===== src/hdl/ctp_pkg.sv =====
`default_nettype none

package ctp_pkg;

	localparam int SLOT_COUNT_DEF = 8;
	localparam int MAX_RESULTS    = 8;
	localparam int TICK_W         = 32;

	localparam logic [1:0] CMD_REQ    = 2'd0;
	localparam logic [1:0] CMD_CANCEL = 2'd1;
	localparam logic [1:0] CMD_TICK   = 2'd2;

	localparam logic [1:0] KIND_GRANT     = 2'd0;
	localparam logic [1:0] KIND_FULL      = 2'd1;
	localparam logic [1:0] KIND_EXPIRED   = 2'd2;
	localparam logic [1:0] KIND_CANCELLED = 2'd3;

	typedef struct packed {
		logic [1:0] kind;
		logic [2:0] slot;
		logic       last;
	} res_t;

endpackage

`default_nettype wire


===== src/hdl/ctp_if.sv =====
`default_nettype none

interface ctp_req_if;
	logic        valid;
	logic        ready;
	logic [1:0]  cmd;
	logic [31:0] timeout_ticks;
	logic        one_shot;
	logic [2:0]  slot_id;

	modport source (output valid, output cmd, output timeout_ticks, output one_shot,
		output slot_id, input ready);
	modport sink (input valid, input cmd, input timeout_ticks, input one_shot,
		input slot_id, output ready);
endinterface

interface ctp_res_if;
	logic       valid;
	logic       ready;
	logic [1:0] kind;
	logic [2:0] slot;
	logic       last;

	modport source (output valid, output kind, output slot, output last, input ready);
	modport sink (input valid, input kind, input slot, input last, output ready);
endinterface

`default_nettype wire


===== src/hdl/ctp_ram.sv =====
`default_nettype none

module ctp_ram #(
	parameter int WIDTH = 32,
	parameter int DEPTH = 8,
	parameter int AW    = (DEPTH > 1) ? $clog2(DEPTH) : 1
) (
	input  logic             clk,
	input  logic             we,
	input  logic [AW-1:0]    waddr,
	input  logic [WIDTH-1:0] wdata,
	input  logic [AW-1:0]    raddr,
	output logic [WIDTH-1:0] rdata
);

	logic [WIDTH-1:0] mem [DEPTH];

	always_ff @(posedge clk) begin
		if (we) begin
			mem[waddr] <= wdata;
		end
		rdata <= mem[raddr];
	end

endmodule

`default_nettype wire


===== src/hdl/ctp_alu.sv =====
`default_nettype none

module ctp_alu (
	input  logic [ctp_pkg::TICK_W-1:0] add_a,
	input  logic [ctp_pkg::TICK_W-1:0] add_b,
	input  logic [ctp_pkg::TICK_W-1:0] sub_a,
	input  logic [ctp_pkg::TICK_W-1:0] sub_b,
	output logic [ctp_pkg::TICK_W-1:0] sum,
	output logic [ctp_pkg::TICK_W-1:0] diff
);

	assign sum  = add_a + add_b;
	assign diff = sub_a - sub_b;

endmodule

`default_nettype wire


===== src/hdl/callback_timer_pool.sv =====
// Request: one slot of the free search per cycle; the reply waits for the result port.
// Tick: one slot per cycle through the expiry memory read port, stalled while a pending
// expiry waits for the result port.
// Results leave through an output register; one request in flight at a time.
// Reset: tick count zero, every slot free; reload/expiry memories not cleared.
`default_nettype none

module callback_timer_pool #(
	parameter int SLOT_COUNT = ctp_pkg::SLOT_COUNT_DEF
) (
	input  logic      clk,
	input  logic      arst_n,
	ctp_req_if.sink   req,
	ctp_res_if.source res
);

	localparam int IDX_W = (SLOT_COUNT > 1) ? $clog2(SLOT_COUNT) : 1;
	localparam int SID_W = ((IDX_W > 3) ? IDX_W : 3) + 1;
	localparam int CNT_W = $clog2(ctp_pkg::MAX_RESULTS + 1);
	localparam int TW    = ctp_pkg::TICK_W;
	localparam logic [IDX_W-1:0] LAST_IDX = IDX_W'(SLOT_COUNT - 1);
	localparam logic [CNT_W-1:0] CAP_M1   = CNT_W'(ctp_pkg::MAX_RESULTS - 1);

	localparam logic [2:0] S_IDLE   = 3'd0;
	localparam logic [2:0] S_REQ    = 3'd1;
	localparam logic [2:0] S_CANCEL = 3'd2;
	localparam logic [2:0] S_TSCAN  = 3'd3;
	localparam logic [2:0] S_FLUSH  = 3'd4;

	logic [2:0]            state_q, state_d;
	logic [IDX_W-1:0]      idx_q, idx_d;
	logic [TW-1:0]         tick_now_q, tick_d;
	logic [SLOT_COUNT-1:0] active_q, active_d;
	logic [CNT_W-1:0]      count_q, count_d;
	logic                  pend_v_q, pend_v_d;
	logic [IDX_W-1:0]      pend_slot_q, pend_slot_d;
	logic [TW-1:0]         timeout_q;
	logic                  one_shot_q;
	logic                  out_v_q;
	ctp_pkg::res_t         out_q;

	logic                  accept, can_load, cur_active, due, adv, cap;
	logic [SID_W-1:0]      sid_ext, idx_ext, pend_ext;
	logic                  sid_ok;
	logic                  load;
	ctp_pkg::res_t         load_res;
	logic                  rel_we, exp_we;
	logic [TW-1:0]         rel_wdata;
	logic [IDX_W-1:0]      rd_addr;
	logic [TW-1:0]         reload_rd, expiry_rd;
	logic [TW-1:0]         add_a, add_b, sum, diff;

	assign req.ready  = (state_q == S_IDLE);
	assign accept     = req.valid && req.ready;
	assign can_load   = !out_v_q || res.ready;
	assign sid_ext    = SID_W'(req.slot_id);
	assign sid_ok     = sid_ext < SID_W'(SLOT_COUNT);
	assign idx_ext    = SID_W'(idx_q);
	assign pend_ext   = SID_W'(pend_slot_q);
	assign cur_active = active_q[idx_q];
	assign due        = cur_active && !diff[TW-1];
	assign cap        = (count_q == CAP_M1);
	assign rel_wdata  = one_shot_q ? '0 : timeout_q;

	always_comb begin
		case (state_q)
			S_REQ: begin
				add_a = tick_now_q;
				add_b = timeout_q;
			end
			S_TSCAN: begin
				add_a = expiry_rd;
				add_b = reload_rd;
			end
			default: begin
				add_a = tick_now_q;
				add_b = TW'(1);
			end
		endcase
	end

	ctp_alu u_alu (
		.add_a (add_a),
		.add_b (add_b),
		.sub_a (tick_now_q),
		.sub_b (expiry_rd),
		.sum   (sum),
		.diff  (diff)
	);

	ctp_ram #(.WIDTH(TW), .DEPTH(SLOT_COUNT), .AW(IDX_W)) u_reload_ram (
		.clk   (clk),
		.we    (rel_we),
		.waddr (idx_q),
		.wdata (rel_wdata),
		.raddr (rd_addr),
		.rdata (reload_rd)
	);

	ctp_ram #(.WIDTH(TW), .DEPTH(SLOT_COUNT), .AW(IDX_W)) u_expiry_ram (
		.clk   (clk),
		.we    (exp_we),
		.waddr (idx_q),
		.wdata (sum),
		.raddr (rd_addr),
		.rdata (expiry_rd)
	);

	always_comb begin
		state_d     = state_q;
		idx_d       = idx_q;
		count_d     = count_q;
		pend_v_d    = pend_v_q;
		pend_slot_d = pend_slot_q;
		tick_d      = tick_now_q;
		active_d    = active_q;
		load        = 1'b0;
		load_res    = '0;
		rel_we      = 1'b0;
		exp_we      = 1'b0;
		rd_addr     = idx_q;
		adv         = 1'b0;
		case (state_q)
			S_IDLE: begin
				rd_addr  = '0;
				idx_d    = '0;
				count_d  = '0;
				pend_v_d = 1'b0;
				if (accept) begin
					case (req.cmd)
						ctp_pkg::CMD_REQ: state_d = S_REQ;
						ctp_pkg::CMD_CANCEL: begin
							if (sid_ok) begin
								idx_d   = sid_ext[IDX_W-1:0];
								state_d = S_CANCEL;
							end
						end
						ctp_pkg::CMD_TICK: begin
							tick_d  = sum;
							state_d = S_TSCAN;
						end
						default: state_d = S_IDLE;
					endcase
				end
			end
			S_REQ: begin
				if (!cur_active) begin
					if (can_load) begin
						load            = 1'b1;
						load_res.kind   = ctp_pkg::KIND_GRANT;
						load_res.slot   = idx_ext[2:0];
						load_res.last   = 1'b1;
						rel_we          = 1'b1;
						exp_we          = 1'b1;
						active_d[idx_q] = 1'b1;
						state_d         = S_IDLE;
					end
				end else if (idx_q == LAST_IDX) begin
					if (can_load) begin
						load          = 1'b1;
						load_res.kind = ctp_pkg::KIND_FULL;
						load_res.slot = '0;
						load_res.last = 1'b1;
						state_d       = S_IDLE;
					end
				end else begin
					idx_d = idx_q + IDX_W'(1);
				end
			end
			S_CANCEL: begin
				if (can_load) begin
					load            = 1'b1;
					load_res.kind   = ctp_pkg::KIND_CANCELLED;
					load_res.slot   = idx_ext[2:0];
					load_res.last   = 1'b1;
					active_d[idx_q] = 1'b0;
					state_d         = S_IDLE;
				end
			end
			S_TSCAN: begin
				if (due) begin
					if (!pend_v_q || can_load) begin
						if (pend_v_q) begin
							load          = 1'b1;
							load_res.kind = ctp_pkg::KIND_EXPIRED;
							load_res.slot = pend_ext[2:0];
							load_res.last = 1'b0;
						end
						pend_v_d    = 1'b1;
						pend_slot_d = idx_q;
						count_d     = count_q + CNT_W'(1);
						if (reload_rd != '0) begin
							exp_we = 1'b1;
						end else begin
							active_d[idx_q] = 1'b0;
						end
						adv = 1'b1;
					end
				end else begin
					adv = 1'b1;
				end
				if (adv) begin
					if (idx_q == LAST_IDX || (due && cap)) begin
						state_d = S_FLUSH;
					end else begin
						idx_d   = idx_q + IDX_W'(1);
						rd_addr = idx_q + IDX_W'(1);
					end
				end
			end
			S_FLUSH: begin
				if (!pend_v_q) begin
					state_d = S_IDLE;
				end else if (can_load) begin
					load          = 1'b1;
					load_res.kind = ctp_pkg::KIND_EXPIRED;
					load_res.slot = pend_ext[2:0];
					load_res.last = 1'b1;
					pend_v_d      = 1'b0;
					state_d       = S_IDLE;
				end
			end
			default: state_d = S_IDLE;
		endcase
	end

	always_ff @(posedge clk or negedge arst_n) begin
		if (!arst_n) begin
			state_q    <= S_IDLE;
			idx_q      <= '0;
			tick_now_q <= '0;
			active_q   <= '0;
			count_q    <= '0;
			pend_v_q   <= 1'b0;
			out_v_q    <= 1'b0;
		end else begin
			state_q    <= state_d;
			idx_q      <= idx_d;
			tick_now_q <= tick_d;
			active_q   <= active_d;
			count_q    <= count_d;
			pend_v_q   <= pend_v_d;
			if (load) begin
				out_v_q <= 1'b1;
			end else if (res.ready) begin
				out_v_q <= 1'b0;
			end
		end
	end

	always_ff @(posedge clk) begin
		pend_slot_q <= pend_slot_d;
		if (accept) begin
			timeout_q  <= req.timeout_ticks;
			one_shot_q <= req.one_shot;
		end
		if (load) begin
			out_q <= load_res;
		end
	end

	assign res.valid = out_v_q;
	assign res.kind  = out_q.kind;
	assign res.slot  = out_q.slot;
	assign res.last  = out_q.last;

	a_count_cap: assert property (@(posedge clk) disable iff (!arst_n)
		count_q <= CNT_W'(ctp_pkg::MAX_RESULTS))
		else $error("expiry count beyond cap");

	a_pend_counted: assert property (@(posedge clk) disable iff (!arst_n)
		pend_v_q |-> count_q != '0)
		else $error("pending expiry without count");

	a_tick_step: assert property (@(posedge clk) disable iff (!arst_n)
		accept && req.cmd == ctp_pkg::CMD_TICK |=> tick_now_q == $past(tick_now_q) + TW'(1))
		else $error("tick count did not advance by one");

	a_grant_active: assert property (@(posedge clk) disable iff (!arst_n)
		load && load_res.kind == ctp_pkg::KIND_GRANT |=> active_q[$past(idx_q)])
		else $error("granted slot not marked active");

endmodule

`default_nettype wire


===== src/flat_wrapper.sv =====
// flat-port wrapper written by rule: the top's interface ports become plain ports
module callback_timer_pool_flat 
#(
	parameter int SLOT_COUNT = ctp_pkg::SLOT_COUNT_DEF
)
  (clk, arst_n, req_valid, req_cmd, req_timeout_ticks, req_one_shot, req_slot_id, req_ready, res_valid, res_kind, res_slot, res_last, res_ready);
  ctp_req_if req_i ();
  ctp_res_if res_i ();
  input  logic clk;
  input  logic arst_n;
  input wire logic [$bits(req_i.valid)-1:0] req_valid;
  input wire logic [$bits(req_i.cmd)-1:0] req_cmd;
  input wire logic [$bits(req_i.timeout_ticks)-1:0] req_timeout_ticks;
  input wire logic [$bits(req_i.one_shot)-1:0] req_one_shot;
  input wire logic [$bits(req_i.slot_id)-1:0] req_slot_id;
  output wire logic [$bits(req_i.ready)-1:0] req_ready;
  output wire logic [$bits(res_i.valid)-1:0] res_valid;
  output wire logic [$bits(res_i.kind)-1:0] res_kind;
  output wire logic [$bits(res_i.slot)-1:0] res_slot;
  output wire logic [$bits(res_i.last)-1:0] res_last;
  input wire logic [$bits(res_i.ready)-1:0] res_ready;
  assign req_i.valid = req_valid;
  assign req_i.cmd = req_cmd;
  assign req_i.timeout_ticks = req_timeout_ticks;
  assign req_i.one_shot = req_one_shot;
  assign req_i.slot_id = req_slot_id;
  assign req_ready = req_i.ready;
  assign res_valid = res_i.valid;
  assign res_kind = res_i.kind;
  assign res_slot = res_i.slot;
  assign res_last = res_i.last;
  assign res_i.ready = res_ready;
  callback_timer_pool #(.SLOT_COUNT(SLOT_COUNT)) u_core (.clk(clk), .arst_n(arst_n), .req(req_i), .res(res_i));
endmodule

===== config.mk =====
export PLATFORM = sky130hd
export DESIGN_NAME = callback_timer_pool_flat
export DESIGN_NICKNAME = d
export VERILOG_FILES = /design/src/hdl/ctp_pkg.sv /design/src/hdl/ctp_if.sv /design/src/hdl/ctp_ram.sv /design/src/hdl/ctp_alu.sv /design/src/hdl/callback_timer_pool.sv /design/src/flat_wrapper.sv
export SDC_FILE = /design/constraint.sdc
export NUM_CORES = 1
export LEC_CHECK = 0
export ABC_AREA = 1
export BUFFER_PORTS_ARGS = -buffer_cell sky130_fd_sc_hd__buf_2
export CAP_MARGIN = 20
export CORE_MARGIN = 2
export CORE_UTILIZATION = 44
export DETAILED_ROUTE_END_ITERATION = 6
export PLACE_DENSITY = 0.57
export SLEW_MARGIN = 20
export SYNTH_ARGS = -nofsm -noshare
export SYNTH_HDL_FRONTEND = slang
export SYNTH_HIERARCHICAL = 1
export SYNTH_SLANG_ARGS = --single-unit

===== constraint.sdc =====
create_clock -name clk -period 4.75 [get_ports clk]
set_input_delay 0.95 -clock clk [delete_from_list [all_inputs] [get_ports clk]]
set_output_delay 0.95 -clock clk [all_outputs]
set_load 0.05 [all_outputs]

After elaboration in Yosys (flattened, before gate mapping)
Memories as Yosys holds them, arrays and structs flattened. A register that Yosys moved wholly into a read port is not among the register bits.
Cells that the tools add are included.
{ "word_totals": {"latch_bits": 0, "output_inout_bits": 8, "n_memories": 2, "in_bits": 42, "ram_bits": 512, "rom_bits": 0, "register_bits": 94} }
{ "mem_list": {"columns": ["name", "depth", "width", "rd", "rd_clocked_by_memory_dff", "wr", "line_no", "text"], "rows": [
  ["u_core.u_expiry_ram.mem", 8, 32, 1, 1, 1, "ctp_ram.sv:16", "logic [WIDTH-1:0] mem [DEPTH];"],
  ["u_core.u_reload_ram.mem", 8, 32, 1, 1, 1, "ctp_ram.sv:16", null]
]} }
{ "classes": {"shifts": 0, "n_eq_ne": 21, "div_mod_pow": 0, "n_mux": 75, "multipliers": 0, "bitwise": 3, "n_lt_le_gt_ge": 3, "add_sub_neg": 4, "n_reduce_logical": 25} }
{ "op_table": {"columns": ["op", "count"], "rows": [
  ["$mux W32", 2],
  ["$pmux W32 S2", 1],
  ["$mux W6", 8],
  ["$mux W8", 6],
  ["$mux W3", 15],
  ["$add A32 B32 Y32", 1],
  ["$reduce_bool A32 Y1", 1],
  ["$sub A32 B32 Y32", 1],
  ["$mux W1", 27],
  ["$pmux W6 S4", 1],
  ["$pmux W8 S3", 1],
  ["$pmux W3 S3", 2],
  ["$pmux W3 S5", 1],
  ["$reduce_and A3 Y1", 5],
  ["$ne A2 B1 Y1 const B", 7],
  ["$mux W4", 3],
  ["$reduce_bool A3 Y1", 3],
  ["$and A8 B8 Y8", 1],
  ["$lt A3 B4 Y1 const B", 2],
  ["$ne A2 B2 Y1 const B", 4],
  ["$not A8 Y8", 1],
  ["$or A8 B8 Y8", 1],
  ["$pmux W4 S2", 1],
  ["$reduce_and A7 Y1", 1],
  ["other kinds (24)", 35]
]} }

Logic depth before layout (Yosys ltp)
Gate-level depths: netlist of run 1.
{ "logic_depth": {"depth_word": 10, "ltp_mapped": 27, "depth_no_buf": 25} }

Cells and area by module
The synthesis of run 1 kept the hierarchy.
{ "modules_own_cells": {"columns": ["mod", "cells_per_inst", "instances", "area_each_um2"], "rows": [
  ["ctp_ram", 1156, 2, 11872.6],
  ["callback_timer_pool", 644, 1, 5051.1],
  ["ctp_alu", 1039, 1, 4893.4]
]} }

Least setup slack after synthesis of run 1
No wires, ideal clock.
{ "synth_timing": {"kind": "register to register", "startpoint": "register u_core.tick_now_q[2]", "endpoint": "memory u_core.u_expiry_ram.mem[1][0], enable pin", "setup_ps": 421, "arrival_time_ps": 3396, "period_less_slack_ps": 3817, "path_stages_with_launch": 18, "t_required_ps": 4329, "path_slack_ps": 933, "cell_sequence": "dfrtp_1 -> ha_1 -> buf_6 -> a21oi_2 -> nand2_1 -> nand2_1 -> nand2_2 -> nand2_1 -> nand2_2 -> nand2_1 -> nand2_1 -> nand2_1 -> nand2_1 -> nor2_4 -> nand2_2 -> o21ai_0 -> nand2_1 -> nor2_1"} }
{ "synth_via": {"elab_chain_cells": 7} }
{ "synth_rtl": {"columns": ["element", "line_no", "text"], "rows": [
  ["start, declared", "callback_timer_pool.sv:32", "logic [TW-1:0] tick_now_q, tick_d;"],
  ["start signal, assigned", "callback_timer_pool.sv:239", "tick_now_q <= tick_d;"],
  ["$sub A32 B32 Y32", "ctp_alu.sv:13", "assign diff = sub_a - sub_b;"],
  ["net u_core.diff[31]", "callback_timer_pool.sv:51", "logic [TW-1:0] add_a, add_b, sum, diff;"],
  ["$logic_not A1 Y1", "callback_timer_pool.sv:61", "assign due = cur_active && !diff[TW-1];"],
  ["$logic_and A1 B1 Y1", "callback_timer_pool.sv:61", null],
  ["$mux W1", "callback_timer_pool.sv:181", "if (due) begin"],
  ["$pmux W1 S2", "callback_timer_pool.sv:123", "case (state_q)"],
  ["net u_core.exp_we", "callback_timer_pool.sv:47", "logic rel_we, exp_we;"],
  ["$mux W1", "ctp_ram.sv:19", "if (we) begin"],
  ["$mux W1 (implied by the code)", "ctp_ram.sv:20", "mem[waddr] <= wdata;"],
  ["end, declared", "ctp_ram.sv:16", null]
]} }
The timed path passes the listed nets, and every way through them passes these cells.

Worst setup path after layout of run 1
{ "layout_timing": {"startpoint": "register u_core.u_expiry_ram.rdata[24] (read register of u_core.u_expiry_ram.mem)", "endpoint": "register u_core.u_expiry_ram.rdata[9] (read register of u_core.u_expiry_ram.mem)"} }
{ "layout_via": {"elab_chain_cells": 8} }
{ "layout_rtl": {"columns": ["element", "line_no", "text"], "rows": [
  ["start, declared", "ctp_ram.sv:13", "output logic [WIDTH-1:0] rdata"],
  ["$sub A32 B32 Y32 *", "ctp_alu.sv:13", null],
  ["net u_core.diff[31]", "callback_timer_pool.sv:51", null],
  ["$logic_not A1 Y1 *", "callback_timer_pool.sv:61", null],
  ["$logic_and A1 B1 Y1 *", "callback_timer_pool.sv:61", null],
  ["$logic_and A1 B1 Y1", "callback_timer_pool.sv:203", "if (idx_q == LAST_IDX || (due && cap)) begin"],
  ["$logic_or A1 B1 Y1", "callback_timer_pool.sv:203", null],
  ["$mux W3", "callback_timer_pool.sv:203", null],
  ["$mux W3 *", null, null],
  ["$pmux W3 S2 *", "callback_timer_pool.sv:123", null],
  ["net u_core.rd_addr[1]", "callback_timer_pool.sv:49", "logic [IDX_W-1:0] rd_addr;"]
]} }
The timed path passes the listed nets; every way through them passes the cells marked *. The select of a mux whose other input is x is not followed.
A chain may end at the register's enable or synchronous reset.

==> results of run 1 <==
path summary, 6_finish.rpt:
| path | to | slack (ps) |
|---|---|---|
| worst max-delay path | u_core/u_expiry_ram/rdata[9] | 920 |
| worst min-delay path | flip-flop | 470 |
| worst max register to register | u_core/u_expiry_ram/rdata[9] | 920 |
| worst min register to register | flip-flop | 470 |
| max in group asynchronous | u_core/tick_now_q[7] | 3770 |
| min in group asynchronous | u_core/state_q[0] | 480 |
flip-flops by register name, indices dropped and copies added, names as in the netlist, named ones only:
register,count
u_core/u_reload_ram/rdata,32
u_core/u_expiry_ram/mem,256
u_core/res.kind,2
u_core/res.valid,1
u_core/one_shot_q,1
u_core/timeout_q,32
u_core/state_q,3
u_core/pend_slot_q,3
u_core/pend_v_q,1
u_core/u_expiry_ram/rdata,32
u_core/u_reload_ram/mem,256
u_core/idx_q,3
u_core/tick_now_q,32
u_core/res.last,1
u_core/count_q,4
u_core/res.slot,3
final cells by class:
type,instances,area [um2],share of cell area [%]
inverter,842,3167,8.847
timing repair buffer,96,710.7,1.985
clock buffer,105,2122,5.928
tap,959,1200,3.352
clock inverter,27,207.7,0.5803
multi-input combinational,1996,9169,25.62
sequential,670,19220,53.69
layer usage:
metal | share of wire, % | vias up | wire length [um] | track usage (%)
li1 | - | 11314 | - | -
met1 | 45 | 10224 | 34550 | 27.97
met2 | 47 | 512 | 36000 | 34.41
met3 | 4.8 | 140 | 3673 | 2.618
met4 | 3.1 | 0 | 2389 | 7.766
met5 | 0 | - | 0 | 0
per-stage QoR:
stage	setup WS [ps]	cell area, um2	power [mW]
after floorplan	1063	32150	15.54
after global placement	1032	33440	18.45
after detailed placement	968.4	33440	18.51
after CTS	921.6	35770	24.08
after global routing	586.0	35790	25.59
final	923.6	35790	23.85
worst max-delay path, cell delays in order, from the launching register on:
cell and delay (ps):
dfxtp_1 440, inv_1 80, ha_1 300, nand2_1 80, nand2_1 40, nand2_1 60
nand2_1 50, nand2_1 50, nand2_1 60, a21oi_1 160, nand3_1 100, nand2_1 170
inv_1 80, nand3_1 180, nand3_1 150, nand2_1 80, nand3_1 140, o21ai_4 160
buf_4 750, nand3_1 160, nand2_1 100, nand2_1 50, nand2_1 230
report_power, final:
group | internal [mW] | switching [mW] | total (mW)
registers | 8.33 | 0.406 | 8.74
clock network | 3.26 | 2.23 | 5.49
logic | 2.56 | 7.06 | 9.63
total | 14.2 | 9.70 | 23.9
==> flow_metrics.tcl, run 1 <==
set metrics [dict create \
    drive_gt1_share_pct 6.906 \
    clock_latency_ps 610 \
    netlist_area_um2 32150 \
    grt_max_degree 129 \
    status "finished, final reports clean" \
    critPathArrivalTime_ps 4320 \
    fillers 6841 \
    worstPathRequired_ps 5250 \
    tightest_slew_ps 987.6 \
    drv_cap 0 \
    ys_warn_count 6 \
    crit_path_start_kind "flip-flop" \
    hold_viol_final 0 \
    slew_headroom_pct 33.94 \
    clock.fmax_mhz 261.3 \
    clockBufferDepth 3 \
    final_common_cell "nand2_1" \
    vdd_drop_max_uv 551.7 \
    hp-class "reg2reg" \
    dpl.cell_count 4562 \
    viasPerCell 4.726 \
    ctsResizeCount 0 \
    h-tree-depth 3 \
    final_nets 3790 \
    crit_start "u_core/u_expiry_ram/rdata[24]" \
    wl_per_cell_um 16.32 \
    leakagePower_nw 17.18 \
    cts_buffers 72 \
    num_rows 99 \
    layout_common_cells "nand2_1 (1267), inv_1 (833), edfxtp_1 (554), nand3_1 (299), nor2_1 (114)" \
    dr_total_vias 22190 \
    syn_avg_cell_area_um2 8.851 \
    grt_pass1_vias 20872 \
    area_growth_pct 11.35 \
    dieArea_um2 75240 \
    cts_num_sinks 670 \
    period_share_pct 80.56 \
    coreArea_um2 72590 \
    grt_overflow 0 \
    gp_congestion 0.8733 \
    slew_violations 0 \
    antenna_found_initial 2 \
    drtIter0Drc 1585 \
    path_clk_slew_ps 60 \
    diodes 0 \
    setup_tns_ps 0 \
    criticalPathCategory "reg2reg" \
    r2r-start "u_core/u_expiry_ram/rdata[24]" \
    ant_nets 0 \
    port_buffers 49 \
    worstRegToRegCells 22 \
    initial_core_util_pct 44.29 \
    stdcell_count 4695 \
    drc 0 \
    drt-pass1-iter-count 5 \
    cts_tree "done" \
    dp_hpwl_mm 45.93 \
    cts_root_buf "clkbuf_16" \
    syn_inst 3632 \
    wirelength_mm 76.61 \
    die_x_um 274.3 \
    fp.dieH_um 274.3 \
    synth_nets 3744 \
    utilization_pct 49.31 \
    hold_path_depth 2 \
    powerDensity_nw_per_um2 666.4 \
    rsz0062_at_grt "false" \
    io_pins 50 \
    setup_violations 0 \
    fin_worst_skew_ps 23.15 \
    cts_setup_buffers 0 \
    post-route-min-period_ps 3826 \
    path_max_fanout 64 \
    grt_pass1_wl_mm 119.2 \
    cts_hold_buf 0 \
    grt.total_usage_pct 20.77 \
    cp-end-kind "flip-flop" \
    fin_hold_ws_ps 474.4 \
]
Power figures use the tool's default switching activity.
==> inputs of run 2 (changes only) <==
--- a/config.mk
+++ b/config.mk
@@ -11,7 +11,7 @@
 export CORE_MARGIN = 2
 export CORE_UTILIZATION = 44
 export DETAILED_ROUTE_END_ITERATION = 6
-export PLACE_DENSITY = 0.57
+export PLACE_DENSITY = 0.59
 export SLEW_MARGIN = 20
 export SYNTH_ARGS = -nofsm -noshare
 export SYNTH_HDL_FRONTEND = slang
==> constraint.sdc (replaced) <==
create_clock -name clk -period 3.3 [get_ports clk]
set_input_delay 0.66 -clock clk [delete_from_list [all_inputs] [get_ports clk]]
set_output_delay 0.66 -clock clk [all_outputs]
set_load 0.05 [all_outputs]
==> flow_metrics.tcl, run 2 (synthesized netlist as in run 1, its figures left out) <==
set metrics [dict create \
    layout_common_cells "nand2_1 (1255), inv_1 (832), edfxtp_1 (554), nand3_1 (295), nor2_1 (111)" \
    setup_violations 0 \
    crit_path_end "u_core/tick_now_q[29]" \
    slew_headroom_pct 38.05 \
    finalInstanceArea_um2 37520 \
    p_total_mw 36.98 \
    r2r_slack_ps 180 \
    internal-power_mw 22.36 \
    num_rows 99 \
    clock.fmax_mhz 320.2 \
    fp.dieH_um 274.3 \
    comb_power_share_pct 44.2 \
    rsz0062_at_grt "true" \
    tightest_slew_ps 922.6 \
    h-tree-depth 3 \
    critPathArrivalTime_ps 3580 \
    reg_top3 "u_core/u_expiry_ram/mem x256, u_core/u_reload_ram/mem x256" \
    wirelength_mm 78.55 \
    dp_hpwl_mm 48.39 \
    grt.total_usage_pct 20.65 \
    crit_path_cell_trace "inv_1 -> nor2_2 -> nand2_2 -> inv_4 -> buf_12 -> buf_4 -> o21ai_0 -> ha_1 -> nand2_1 -> inv_1 -> nand2_1 -> nand2_1 -> nand2_1 -> nand2_1 -> a21oi_1 -> nand2_1 -> nand2_1 -> nand2_1 -> buf_12 -> nand2_1 -> o21ai_0" \
    critPathMaxStageDelay_ps 390 \
    gp_congestion 0.8471 \
    die_x_um 274.3 \
    dr_total_vias 22696 \
    drc 0 \
    path_clk_slew_ps 60 \
    r2r-start "u_core/state_q[0]" \
    criticalPathCategory "reg2reg" \
    initial_core_util_pct 44.29 \
    drt-pass1-iter-count 5 \
    post-route-min-period_ps 3123 \
    place_ws_ps 41.18 \
    grt_pass1_vias 21441 \
    hold_viol_final 0 \
    switchingPower_mw 14.62 \
    powerDensity_nw_per_um2 985.4 \
    worstPathRequired_ps 3760 \
    clockBufferDepth 3 \
    drive_gt1_share_pct 10.25 \
    diodes 0 \
    dieArea_um2 75240 \
    antenna_found_initial 0 \
    area_growth_pct 16.73 \
    cts_root_buf "clkbuf_16" \
    grt_pass1_wl_mm 119.8 \
    ant_nets 0 \
    vdd_drop_max_uv 596.0 \
    period_share_pct 94.64 \
    cp-end-kind "flip-flop" \
    p_seq_share_pct 33.9 \
    final_nets 3886 \
    worstRegToRegCells 21 \
    drtIter0Drc 1736 \
    grt_overflow 0 \
    final_common_cell "nand2_1" \
    fin_worst_skew_ps 29.41 \
    cts_buffers 73 \
    io_pins 50 \
    port_buffers 49 \
    viasPerCell 4.736 \
    path_max_fanout 19 \
    leakagePower_nw 17.97 \
    crit_start "u_core/state_q[0]" \
    cpMostUsedCell "nand2_1" \
    r2r_end "u_core/tick_now_q[29]" \
    p_sw_share_pct 39.53 \
    grt_max_degree 65 \
    cp_slowest_cell "o21ai_0" \
    wl_per_cell_um 16.39 \
    dpl-instance-area_um2 34490 \
    clock_latency_ps 610 \
    hp-class "in2reg" \
    cts_num_sinks 670 \
    cts_tree "done" \
    slew_violations 0 \
    clkPwrFrac_pct 21.9 \
    setup_tns_ps 0 \
    status "finished, final reports clean" \
    crit_path_start_kind "flip-flop" \
    drv_cap 0 \
    worst_slack_ps 177.0 \
    coreArea_um2 72590 \
]
run 2: changes by cell type in the layout (fill, tap and decap cells not counted), sizes merged:
cell / before / now
clkinvlp: 0 / 2
dlygate4sd3: 0 / 1
buf: 96 / 179
bufinv: 3 / 4
clkbuf: 105 / 113
clkinv: 24 / 27
inv: 842 / 841
run 2: power by group through the flow:
stage                     Combinational (mW)  Sequential [mW]  Clock, mW
after CTS                               15.4             12.5       8.26
final                                   16.4             12.5       8.09
after global routing                    18.3             12.6       8.58
after global placement                  15.2             12.7          0
after detailed placement                15.3             12.7          0
after floorplan                         9.71             12.7          0
run 2: worst min-delay path by stage:
stage                          start                   end  slack, ps  cells after the start
3_3_place_gp               flip-flop             flip-flop        450                      2
2_1_floorplan                 arst_n             async pin        360                      0
4_1_cts        req_timeout_ticks[28]  u_core/timeout_q[28]        200                      1
3_5_place_dp               flip-flop             flip-flop        460                      2
6_report       req_timeout_ticks[17]  u_core/timeout_q[17]        230                      1
5_1_grt        req_timeout_ticks[29]  u_core/timeout_q[29]        220                      1
run 2: metal layers:
metal	share of wire, %	GRT usage, %	vias up
li1	-	-	11510
met1	44	27.56	10629
met2	49	35.65	466
met3	4.7	2.470	91
met4	2.0	5.463	0
met5	0	0	-
run 2: critical path: cells and delay by family, from the launching register on:
kind,cells,cell delay (ps)
adders and majority gates,1,370
buffers and inverters,6,700
DFF,1,370
and+or+nand+nor,11,860
AOI/OAI and AO/OA,3,680
run 2: repair_timing:
item / in CTS / in global routing
endpoints found under the setup margin: 1 / 346
pin swaps: 0 / 5
hold endpoints to repair: 15 / 0
resized for setup: 3 / 68
setup buffers: 1 / 6
hold buffers: 1 / 0
gates cloned: 1 / 12
run 2: layout make-up:
type                            instances  area, um2
Tap cell                              959       1200
Sequential cell                       670      19230
Fill cell                            6658      35060
Clock buffer                          102       2145
Inverter                              842       3189
Clock inverter                         32      260.3
Timing Repair Buffer                  191       2211
Multi-Input combinational cell       1996       9290
run 2: through the flow:
| step | utilization (%) | std cells | hold slack, ps |
|---|---|---|---|
| after floorplan | - | 3632 | 364.4 |
| after global routing | 51.69 | 4792 | 218.4 |
| after global placement | 47.52 | 4637 | 454.6 |
| after CTS | 50.91 | 4774 | 198.2 |
| after detailed placement | 47.52 | 4637 | 464.3 |
| final | 51.69 | 4792 | 231.8 |
==> inputs of run 3 (changes only) <==
--- a/config.mk
+++ b/config.mk
@@ -10,8 +10,10 @@
 export CAP_MARGIN = 20
 export CORE_MARGIN = 2
 export CORE_UTILIZATION = 44
+export CTS_CLUSTER_SIZE = 40
 export DETAILED_ROUTE_END_ITERATION = 6
 export PLACE_DENSITY = 0.59
+export RECOVER_POWER = 100
 export SLEW_MARGIN = 20
 export SYNTH_ARGS = -nofsm -noshare
 export SYNTH_HDL_FRONTEND = slang
==> flow_metrics.tcl, run 3 (synthesized netlist as in run 1, its figures left out) <==
set metrics [dict create \
    wl_per_cell_um 16.40 \
    hold_viol_final 0 \
    period_share_pct 95.02 \
    critPathArrivalTime_ps 3590 \
    drt-pass1-iter-count 5 \
    drtIter0Drc 1671 \
    cts_buffers 73 \
    powerDensity_nw_per_um2 986.1 \
    grt_overflow 0 \
    path_max_fanout 19 \
    critPathBufInv 6 \
    finalInstanceArea_um2 37480 \
    dieArea_um2 75240 \
    cp_slowest_cell "o21ai_0" \
    h-tree-depth 3 \
    status "finished, final reports clean" \
    clock.fmax_mhz 318.9 \
    worstPathRequired_ps 3760 \
    crit_path_start_kind "flip-flop" \
    grt_pass1_wl_mm 119.8 \
    diodes 0 \
    reg_top3 "u_core/u_expiry_ram/mem x256, u_core/u_reload_ram/mem x256" \
    crit_path_cell_trace "inv_1 -> nor2_2 -> nand2_2 -> inv_4 -> buf_12 -> buf_4 -> o21ai_0 -> ha_1 -> nand2_1 -> inv_1 -> nand2_1 -> nand2_1 -> nand2_1 -> nand2_1 -> a21oi_1 -> nand2_1 -> nand2_1 -> nand2_1 -> buf_12 -> nand2_1 -> o21ai_0" \
    dp_hpwl_mm 48.39 \
    hp-class "in2reg" \
    gp_congestion 0.8471 \
    final_nets 3886 \
    coreArea_um2 72590 \
    final_common_cell "nand2_1" \
    dpl-instance-area_um2 34490 \
    path_clk_slew_ps 60 \
    drive_gt1_share_pct 9.862 \
    place_ws_ps 41.18 \
    layout_common_cells "nand2_1 (1256), inv_1 (832), edfxtp_1 (554), nand3_1 (295), nor2_1 (112)" \
    clockBufferDepth 3 \
    rsz0062_at_grt "true" \
    grt_max_degree 65 \
    slew_headroom_pct 21.39 \
    leakagePower_nw 17.93 \
    cts_root_buf "clkbuf_16" \
    hold_path_depth 1 \
    drc 0 \
    fin_worst_skew_ps 31.51 \
    slew_violations 0 \
    io_pins 50 \
    cts_num_sinks 670 \
    area_growth_pct 16.58 \
    worstRegToRegCells 21 \
    cp-end-kind "flip-flop" \
    clock_latency_ps 610 \
    tightest_slew_ps 1179 \
    initial_core_util_pct 44.29 \
    num_rows 99 \
    antenna_found_initial 0 \
    drv_cap 0 \
    wirelength_mm 78.59 \
    cts_tree "done" \
    criticalPathCategory "reg2reg" \
    dr_total_vias 22664 \
    grt.total_usage_pct 20.65 \
    cp_top_family "simple AND/OR/NAND/NOR gates" \
    vdd_drop_max_uv 598.9 \
    cp.depth 21 \
    port_buffers 49 \
    worst_slack_ps 164.3 \
    cpMostUsedCell "nand2_1" \
    die_x_um 274.3 \
    setup_tns_ps 0 \
    grt_pass1_vias 21441 \
    ant_nets 0 \
    fp.dieH_um 274.3 \
    setup_violations 0 \
    post-route-min-period_ps 3136 \
    viasPerCell 4.730 \
    critPathMaxStageDelay_ps 400 \
]
-- run 3: area by class of cell --
type                    count  area (um2)
fillers                  6664       35110
flip-flops and latches    670       19230
multi-input cells        1996        9285
inverters                 842        3189
repair buffers            191        2170
clock buffers             102        2145
well taps                 959        1200
clock inverters            32       260.3
-- run 3: final timing paths --
check | startpoint | endpoint | slack (ps)
max | u_core/state_q[0] | u_core/tick_now_q[29] | 160
min | req_timeout_ticks[17] | u_core/timeout_q[17] | 230
max reg2reg | u_core/state_q[0] | u_core/tick_now_q[29] | 160
min reg2reg | flip-flop | flip-flop | 470
max in group asynchronous | arst_n | u_core/tick_now_q[8] | 990
min in group asynchronous | arst_n | async pin | 730
-- run 3: power by group --
part / internal, mW / switching [mW]
sequential: 12.0 / 0.546
combinational: 5.50 / 10.8
clock: 4.85 / 3.24
total: 22.3 / 14.6
-- run 3: metal layers --
layer / up-vias / share of wire, % / track usage (%)
li1: 11506 / - / -
met1: 10614 / 45 / 27.56
met2: 449 / 49 / 35.65
met3: 95 / 4.6 / 2.470
met5: - / 0 / 0
met4: 0 / 2.0 / 5.463
-- run 3: metrics by stage --
stage / hold slack [ps] / util (%) / power [mW] / std cells
after floorplan: 364.4 / - / 22.37 / 3632
after global placement: 454.6 / 47.52 / 27.82 / 4637
after detailed placement: 464.3 / 47.52 / 27.93 / 4637
after CTS: 198.2 / 50.91 / 36.22 / 4774
after global routing: 218.4 / 51.63 / 39.47 / 4792
final: 230.5 / 51.63 / 36.96 / 4792
-- run 3: repair_timing --
action | 4_1_cts | 5_1_grt
endpoints found under the hold margin | 15 | 0
pin swaps | 0 | 5
endpoints found under the setup margin | 1 | 346
gates resized for setup | 3 | 68
hold buffers | 1 | 0
cloned | 1 | 12
setup buffers | 1 | 6
